File: config.mk
export PLATFORM = sky130hd
export DESIGN_NAME = keypad_scan_calibration_entry_top
export DESIGN_NICKNAME = d
export VERILOG_FILES = /design/src/rtl/kscal_pkg.sv /design/src/rtl/keypad_scan_calibration_entry_top.sv /design/src/rtl/kscal_core.sv
export SDC_FILE = /design/constraint.sdc
export NUM_CORES = 1
export LEC_CHECK = 0
export ABC_AREA = 1
export BUFFER_PORTS_ARGS = -buffer_cell sky130_fd_sc_hd__clkbuf_2
export CAP_MARGIN = 20
export CORE_MARGIN = 4
export CORE_UTILIZATION = 50
export DETAILED_ROUTE_END_ITERATION = 10
export GPL_TIMING_DRIVEN = 0
export PLACE_DENSITY_LB_ADDON = 0.12
export REMOVE_ABC_BUFFERS = 1
export SYNTH_ARGS = -nofsm -noshare
export SYNTH_HDL_FRONTEND = slang
export SYNTH_SLANG_ARGS = --single-unit
File: constraint.sdc
create_clock -name i_clk -period 10.6 [get_ports i_clk]
set_input_delay 2.12 -clock i_clk [delete_from_list [all_inputs] [get_ports i_clk]]
set_output_delay 2.12 -clock i_clk [all_outputs]
set_load 0.05 [all_outputs]
File: src/rtl/kscal_pkg.sv
// kscal_pkg: types, constants and key decode for the keypad scan and calibration block
// no dependencies; imported by kscal_core and keypad_scan_calibration_entry_top
`default_nettype none

package kscal_pkg;

    localparam int ZeroW  = 10;
    localparam int HoldW  = 4;
    localparam int ScanW  = 5;
    localparam int ColW   = 3;
    localparam int RowW   = 4;
    localparam int SampW  = 10;
    localparam int KeyW   = 4;
    localparam int ValW   = 14;
    localparam int OffW   = 16;
    localparam int OutOffW = 15;
    localparam int TempW  = 17;

    localparam logic [ZeroW-1:0] ZeroReset     = 10'd94;
    localparam logic [HoldW-1:0] DebounceReset = 4'd10;

    typedef logic [KeyW-1:0] t_key;

    localparam t_key KeyStar = 4'd10;
    localparam t_key KeyHash = 4'd11;
    localparam t_key KeyNone = 4'd12;

    typedef enum logic {
        CfgZero     = 1'b0,
        CfgDebounce = 1'b1
    } t_cfg_idx;

    typedef struct packed {
        logic signed [OutOffW-1:0] temperature;
        logic signed [OutOffW-1:0] calibration_offset;
        logic [ValW-1:0]           entered_value;
        logic                      capture_active;
        t_key                      key_code;
        logic [ColW-1:0]           column_drive;
    } t_result;

    // first active row wins, bottom row first
    function automatic t_key key_lookup(input logic [RowW-1:0] rows, input logic [1:0] col);
        t_key k;
        k = KeyNone;
        if (rows[3]) begin
            case (col)
                2'd0:    k = KeyStar;
                2'd1:    k = 4'd0;
                default: k = KeyHash;
            endcase
        end else if (rows[2]) begin
            k = t_key'(4'd7 + {2'b00, col});
        end else if (rows[1]) begin
            k = t_key'(4'd4 + {2'b00, col});
        end else if (rows[0]) begin
            k = t_key'(4'd1 + {2'b00, col});
        end
        return k;
    endfunction

endpackage

`default_nettype wire

File: src/rtl/keypad_scan_calibration_entry_top.sv
// keypad_scan_calibration_entry_top: stream wrapper with input stage, result register, config
// depends on kscal_pkg and kscal_core
//
//  channel   dir  fields
//  s_axis    in   tdata: row_lines[3:0], adc_sample[13:4]
//  m_axis    out  tdata: column_drive, key_code, capture_active, entered_value, offset, temp
//  cfg       in   i_cfg_we, i_cfg_idx (0 zero count, 1 debounce), i_cfg_wdata
//
//  one request per cycle while the result register is empty or being taken; result valid when it frees
//  request is held in an input register, decoded and summed in one pass, then registered
//  both stages advance whenever the result register is empty or being taken
//  reset (synchronous, low) clears scan state and loads zero count 94, debounce 10
`default_nettype none

module keypad_scan_calibration_entry_top #(
    parameter int MAX_DIGITS = 4
) (
    input  wire         i_clk,
    input  wire         i_rst_n,
    input  wire         s_axis_tvalid,
    output logic        s_axis_tready,
    input  wire  [15:0] s_axis_tdata,   // row_lines[3:0], adc_sample[13:4], zero fill
    output logic        m_axis_tvalid,
    input  wire         m_axis_tready,
    output logic [55:0] m_axis_tdata,   // column_drive[2:0], key_code[6:3], capture_active[7],
                                        // entered_value[21:8], calibration_offset[36:22],
                                        // temperature[51:37], zero fill
    input  wire         i_cfg_we,
    input  wire         i_cfg_idx,
    input  wire  [9:0]  i_cfg_wdata
);
    import kscal_pkg::*;

    logic                r_s1_valid;
    logic [RowW-1:0]     r_s1_rows;
    logic [SampW-1:0]    r_s1_sample;
    logic                r_out_valid;
    t_result             r_out_data;
    logic [ZeroW-1:0]    r_zero;
    logic [HoldW-1:0]    r_debounce;
    logic                adv;
    logic                s1_en;
    t_result             core_res;

    assign adv           = !r_out_valid || m_axis_tready;
    assign s1_en         = r_s1_valid && adv;
    assign s_axis_tready = !r_s1_valid || adv;
    assign m_axis_tvalid = r_out_valid;
    assign m_axis_tdata  = {4'b0000, r_out_data};

    always_ff @(posedge i_clk) begin
        if (!i_rst_n) begin
            r_zero     <= ZeroReset;
            r_debounce <= DebounceReset;
        end else if (i_cfg_we) begin
            case (t_cfg_idx'(i_cfg_idx))
                CfgZero:     r_zero     <= i_cfg_wdata;
                CfgDebounce: r_debounce <= i_cfg_wdata[HoldW-1:0];
                default:     r_zero     <= r_zero;
            endcase
        end
    end

    always_ff @(posedge i_clk) begin
        if (!i_rst_n) begin
            r_s1_valid <= 1'b0;
        end else if (s_axis_tready) begin
            r_s1_valid <= s_axis_tvalid;
        end
    end

    always_ff @(posedge i_clk) begin
        if (s_axis_tvalid && s_axis_tready) begin
            r_s1_rows   <= s_axis_tdata[3:0];
            r_s1_sample <= s_axis_tdata[13:4];
        end
    end

    always_ff @(posedge i_clk) begin
        if (!i_rst_n) begin
            r_out_valid <= 1'b0;
        end else if (adv) begin
            r_out_valid <= r_s1_valid;
        end
    end

    always_ff @(posedge i_clk) begin
        if (s1_en) begin
            r_out_data <= core_res;
        end
    end

    kscal_core #(
        .MAX_DIGITS (MAX_DIGITS)
    ) u_core (
        .i_clk      (i_clk),
        .i_rst_n    (i_rst_n),
        .i_en       (s1_en),
        .i_rows     (r_s1_rows),
        .i_sample   (r_s1_sample),
        .i_zero     (r_zero),
        .i_debounce (r_debounce),
        .o_result   (core_res)
    );

    a_no_drop: assert property (@(posedge i_clk) disable iff (!i_rst_n)
        r_s1_valid && !adv |=> r_s1_valid)
        else $error("input stage lost a request");

    a_load_out: assert property (@(posedge i_clk) disable iff (!i_rst_n)
        s1_en |=> r_out_valid)
        else $error("processed request not presented");

    a_ready_free: assert property (@(posedge i_clk) disable iff (!i_rst_n)
        !r_out_valid |-> s_axis_tready)
        else $error("input stalled with empty result register");

endmodule

`default_nettype wire

File: src/rtl/kscal_core.sv
// kscal_core: scan state, debounce hold, digit capture and calibration arithmetic
// depends on kscal_pkg; state advances once per enabled request
`default_nettype none

module kscal_core #(
    parameter int MAX_DIGITS = 4
) (
    input  wire                                 i_clk,
    input  wire                                 i_rst_n,
    input  wire                                 i_en,
    input  wire  [kscal_pkg::RowW-1:0]          i_rows,
    input  wire  [kscal_pkg::SampW-1:0]         i_sample,
    input  wire  [kscal_pkg::ZeroW-1:0]         i_zero,
    input  wire  [kscal_pkg::HoldW-1:0]         i_debounce,
    output kscal_pkg::t_result                  o_result
);
    import kscal_pkg::*;

    localparam int DcW = $clog2(MAX_DIGITS + 1);

    logic [ScanW-1:0]       r_scan, n_scan;
    logic [HoldW-1:0]       r_hold, n_hold;
    logic [ColW-1:0]        r_col, n_col;
    logic                   r_cap, n_cap;
    logic [DcW-1:0]         r_dc, n_dc;
    logic [ValW-1:0]        r_value, n_value;
    logic signed [OffW-1:0] r_off, n_off;

    t_key                   key;
    logic signed [SampW:0]  diff;
    logic signed [SampW:0]  half;
    logic signed [TempW-1:0] temp;

    always_comb begin
        diff = $signed({1'b0, i_sample}) - $signed({1'b0, i_zero});
        half = (diff + $signed({{SampW{1'b0}}, diff[SampW]})) >>> 1;
    end

    always_comb begin
        n_scan  = r_scan + ScanW'(1);
        n_hold  = r_hold;
        n_col   = r_col;
        n_cap   = r_cap;
        n_dc    = r_dc;
        n_value = r_value;
        n_off   = r_off;
        key     = KeyNone;
        if (r_hold == '0) begin
            if (n_scan > ScanW'(2)) begin
                n_scan = '0;
            end
            n_col = ColW'(3'b001 << n_scan[1:0]);
            if (i_rows != '0) begin
                key    = key_lookup(i_rows, n_scan[1:0]);
                n_hold = i_debounce;
            end
            if (key == KeyHash) begin
                n_cap = 1'b1;
                n_dc  = '0;
            end else if (key == KeyStar) begin
                n_cap = 1'b0;
                n_off = OffW'($signed({2'b00, r_value}) - TempW'(half));
            end else if (key <= t_key'(9) && r_cap) begin
                if (r_dc < DcW'(MAX_DIGITS)) begin
                    if (r_dc == '0) begin
                        n_value = ValW'(key);
                    end else begin
                        n_value = ValW'(r_value * 14'd10 + ValW'(key));
                    end
                    n_dc = r_dc + DcW'(1);
                end
            end
        end
        if (n_hold != '0) begin
            n_hold = n_hold - HoldW'(1);
        end
    end

    always_comb begin
        temp = TempW'(n_off) + TempW'(half);
        o_result.column_drive       = n_col;
        o_result.key_code           = key;
        o_result.capture_active     = n_cap;
        o_result.entered_value      = n_value;
        o_result.calibration_offset = n_off[OutOffW-1:0];
        o_result.temperature        = temp[OutOffW-1:0];
    end

    always_ff @(posedge i_clk) begin
        if (!i_rst_n) begin
            r_scan  <= '0;
            r_hold  <= '0;
            r_col   <= '0;
            r_cap   <= 1'b0;
            r_dc    <= '0;
            r_value <= '0;
            r_off   <= '0;
        end else if (i_en) begin
            r_scan  <= n_scan;
            r_hold  <= n_hold;
            r_col   <= n_col;
            r_cap   <= n_cap;
            r_dc    <= n_dc;
            r_value <= n_value;
            r_off   <= n_off;
        end
    end

    a_col_onehot: assert property (@(posedge i_clk) disable iff (!i_rst_n)
        $onehot0(r_col))
        else $error("column drive not one-hot");

    a_dc_max: assert property (@(posedge i_clk) disable iff (!i_rst_n)
        r_dc <= DcW'(MAX_DIGITS))
        else $error("digit count past limit");

    a_hold_col: assert property (@(posedge i_clk) disable iff (!i_rst_n)
        i_en && r_hold != '0 |=> $stable(r_col) && $stable(r_value))
        else $error("columns or value moved during hold");

    a_hold_load: assert property (@(posedge i_clk) disable iff (!i_rst_n)
        i_en && r_hold == '0 && i_rows != '0 && i_debounce != '0
        |=> r_hold == $past(i_debounce) - HoldW'(1))
        else $error("hold not reloaded on key");

endmodule

`default_nettype wire

==> metrics.md <==
| Metric | Value |
|---|---|
| Final Setup Violations | `0` |
| Seq/Total Area, Yosys | `0.368` |
| FP Rows | `47` |
| Critical Path Source | `r_s1_sample[0]` |
| WHS Path Cells | `2` |
| Met2 routed WL | `8.69 mm` |
| Grt ovf | `0` |
| Synth unique cells | `51` |
| Critical path's largest stage delay | `0.47 ns` |
| Worst slew pin tran | `0.973 ns` |
| Post-CTS Setup Repair Bufs | `0` |
| Synth top area share | `0.228` |
| Crit Path Max Fanout | `4` |
| Max IR drop VDD | `0.000121 V` |
| Post-synth EDFFs | `66` |
| Yosys reg bits | `127` |
| Final net count | `1309` |
| Clock-pin slew on the worst setup and hold paths | `0.06 ns` |
| Effective utilization at floorplan | `0.517` |
| Top FF cell, synth | `edfxtp_1` |
| Initial DRT Pass Iterations | `5` |
| Post-Route WL | `18.9 mm` |
| Status | `complete, no violations` |
| Deepest clock path buffer count | `2` |
| Cell count after synthesis | `1133` |
| Final worst slack | `5.48 ns` |
| RSZ-0062 raised after global routing | `no` |
| Vias | `7225` |
| IO Count | `90` |
| WP data required | `10.79 ns` |
| Syn. warnings | `0` |
| Post-route ant nets | `0` |
| Root buf cell | `clkbuf_16` |
| Die height | `140 um` |
| CTS tree | `built` |
| Met1 WL | `9.08 mm` |
| Hold Vio Cnt, Final | `0` |
| Die Span X | `140 um` |
| Clk Latency, worst-skew pair | `0.43 ns` |
| CTS Buf Count | `17` |
| DR DRC count | `0` |
| Max-cap violations | `0` |
| Critical path class | `flop to flop` |
| CTS sink count | `127` |
| Vias/cell | `4.99` |
| Share of post-route cells with drive strength above 1 | `0.195` |
| Hold path start | `r_zero[9]` |
| Area Growth Syn to Fin | `14.4%` |
| Post-CTS sizing | `0` |
| Initial antenna violation count | `0` |
| Fin. max-slew vios | `0` |
| Core area | `16800 um^2` |
| Synth top cells by count | `nand2_1, inv_1, o21ai_0` |
| FF/Latch Area | `3200 um^2` |
| DPL Wire Length | `14.0 mm` |
| Crit path DAT | `5.30 ns` |
| Largest cells by area after synthesis | `edfxtp_1, dfxtp_1, nand2_1` |
| Setup crit start kind | `flop` |
| Final critical-path required period | `5.12 ns` |
| Hold Path Class | `flop to flop` |
| H-tree levels | `4` |
| Pin count of the biggest net entering global routing | `83` |
| Slowest cell on the critical path | `fa_1` |
| Post-place setup slack | `5.48 ns` |
| Worst r2r path cells | `30` |
| Crit share post-route | `0.483` |
| Routed wl met3 | `754 um` |
| Synthesized area per cell | `7.68 um^2` |
| Max Freq | `195 MHz` |
| Highest Signal Layer | `met4` |
| GRT Total Usage | `0.201` |
| Worst r2r src | `r_s1_sample[0]` |
| Fill count | `1594` |
| Post-CTS Hold Fix Bufs | `0` |
| Destination of the worst hold path | `r_zero[9]` |
| Full die area | `19600 um^2` |
| 1st-iter DRT viols | `386` |
| Crit path capture type | `flop` |
| Max_slew headroom | `0.350` |
| Worst reg2reg path endpoint | `m_axis_tdata[50]` |
| Footprint of the multi-input gates | `4690 um^2` |
| R2r setup slk | `5.48 ns` |
| Vias in the first global route | `6838` |
| Post-synth ARST share | `0` |
| WL per Instance | `13.1 um` |
| Most numerous cell in the Yosys netlist | `nand2_1` |
| GP Congestion | `0.863` |
| Synthesized area | `8700 um^2` |
| Total power per unit cell area | `183 nW/um^2` |
| Setup TNS Final | `0 ns` |
| Port Buffers | `83` |
| Area leader, netlist | `edfxtp_1` |
| First-pass GRT wire length | `32.1 mm` |
| Clock Skew | `0.0102 ns` |
| # diodes | `0` |
| Leakage power | `0.00500 uW` |
==> metal layers <==
layer	vias up	global-route usage
met3	29	0.0409
met2	120	0.329
met5	-	0
met1	3228	0.267
met4	0	0.0683
li1	3848	-
==> how the worst max path moves through the flow <==
stage,to,cells past startpoint
CTS,m_axis_tdata[50],30
detailed placement,m_axis_tdata[50],30
finish,m_axis_tdata[50],30
floorplan,u_core.r_dc[0],9
global placement,u_core.r_dc[0],10
global route,m_axis_tdata[48],30
==> cells by family after synthesis <==
family | Yosys count | synth area share
buffers and inverters | 214 | 0.0953
and+or+nand+nor | 524 | 0.300
other | 1 | 0.000431
DFF | 127 | 0.368
AOI/OAI and AO/OA | 173 | 0.109
xor gates and xnor gates | 31 | 0.0321
adders and majority gates | 63 | 0.0949
==> cell type report <==
cell class,count,area share
multi-input cells,795,0.471
flip-flops and latches,127,0.322
inverters,188,0.0714
repair buffers,85,0.0473
clock buffers,18,0.0431
well taps,220,0.0276
clock inverters,14,0.0180
==> through the flow <==
stage	cell area, um^2	utilization	cells	hold WS [ns]	power [uW]
6_report	9960	0.592	1447	0.459	1820
5_1_grt	9960	0.592	1447	0.470	1940
4_1_cts	9960	0.592	1447	0.463	1840
3_5_place_dp	9350	0.556	1415	0.453	1220
3_3_place_gp	9280	0.552	1413	0.451	1210
2_1_floorplan	8590	-	1110	0.433	1090
==> sequential cells by signal, summed over array words and instances, names as in the netlist, 3 cells and up <==
signal and count:
r_zero 10, u_core.r_dc 3, r_s1_rows 4, r_debounce 4
m_axis_tdata 52, u_core.r_value 14, u_core.r_hold 4, u_core.r_scan 5
r_s1_sample 10, u_core.r_off 15, u_core.r_col 3
==> cell usage in the layout (no fill, tap or decap), types with 4 or more instances in the layout <==
cell       netlist  routed
conb_1           1       4
a21oi_1         63      63
edfxtp_1        66      66
inv_2           16      16
nand3_1         78      78
clkbuf_2         0      83
nor2_1          77      77
inv_6            0       6
o211ai_1         7       7
nand2_4          9       9
xnor2_1          7       7
nand4_1         13      13
clkbuf_16        0      17
nand3_2         16      16
nor2_4           6       6
fa_1             5       5
dfxtp_1         61      61
o21bai_1         4       4
o21ai_0         79      79
nand3b_1         5       5
xor2_1          23      23
nor2_2          10      10
inv_1          168     167
nand2_2         34      35
nand2_1        249     248
or2_2           12      12
ha_1            58      58
==> critical path: cells and delay by family (launching register included) <==
family	cells	cell delay (ns)
compound gates	2	0.41
buf+inv	7	0.59
simple gates	14	1.43
flops	1	0.37
fa+ha+maj	5	1.60
xor+xnor	2	0.49
==> where the power goes <==
part / internal [uW] / switching (uW) / total [uW] / leakage [uW]
sequential: 578 / 20.9 / 599 / 0.00113
combinational: 187 / 422 / 609 / 0.00358
clock: 374 / 236 / 610 / 0.000289
total: 1140 / 679 / 1820 / 0.00500
Note: power is estimated with default switching activity, not from simulation.
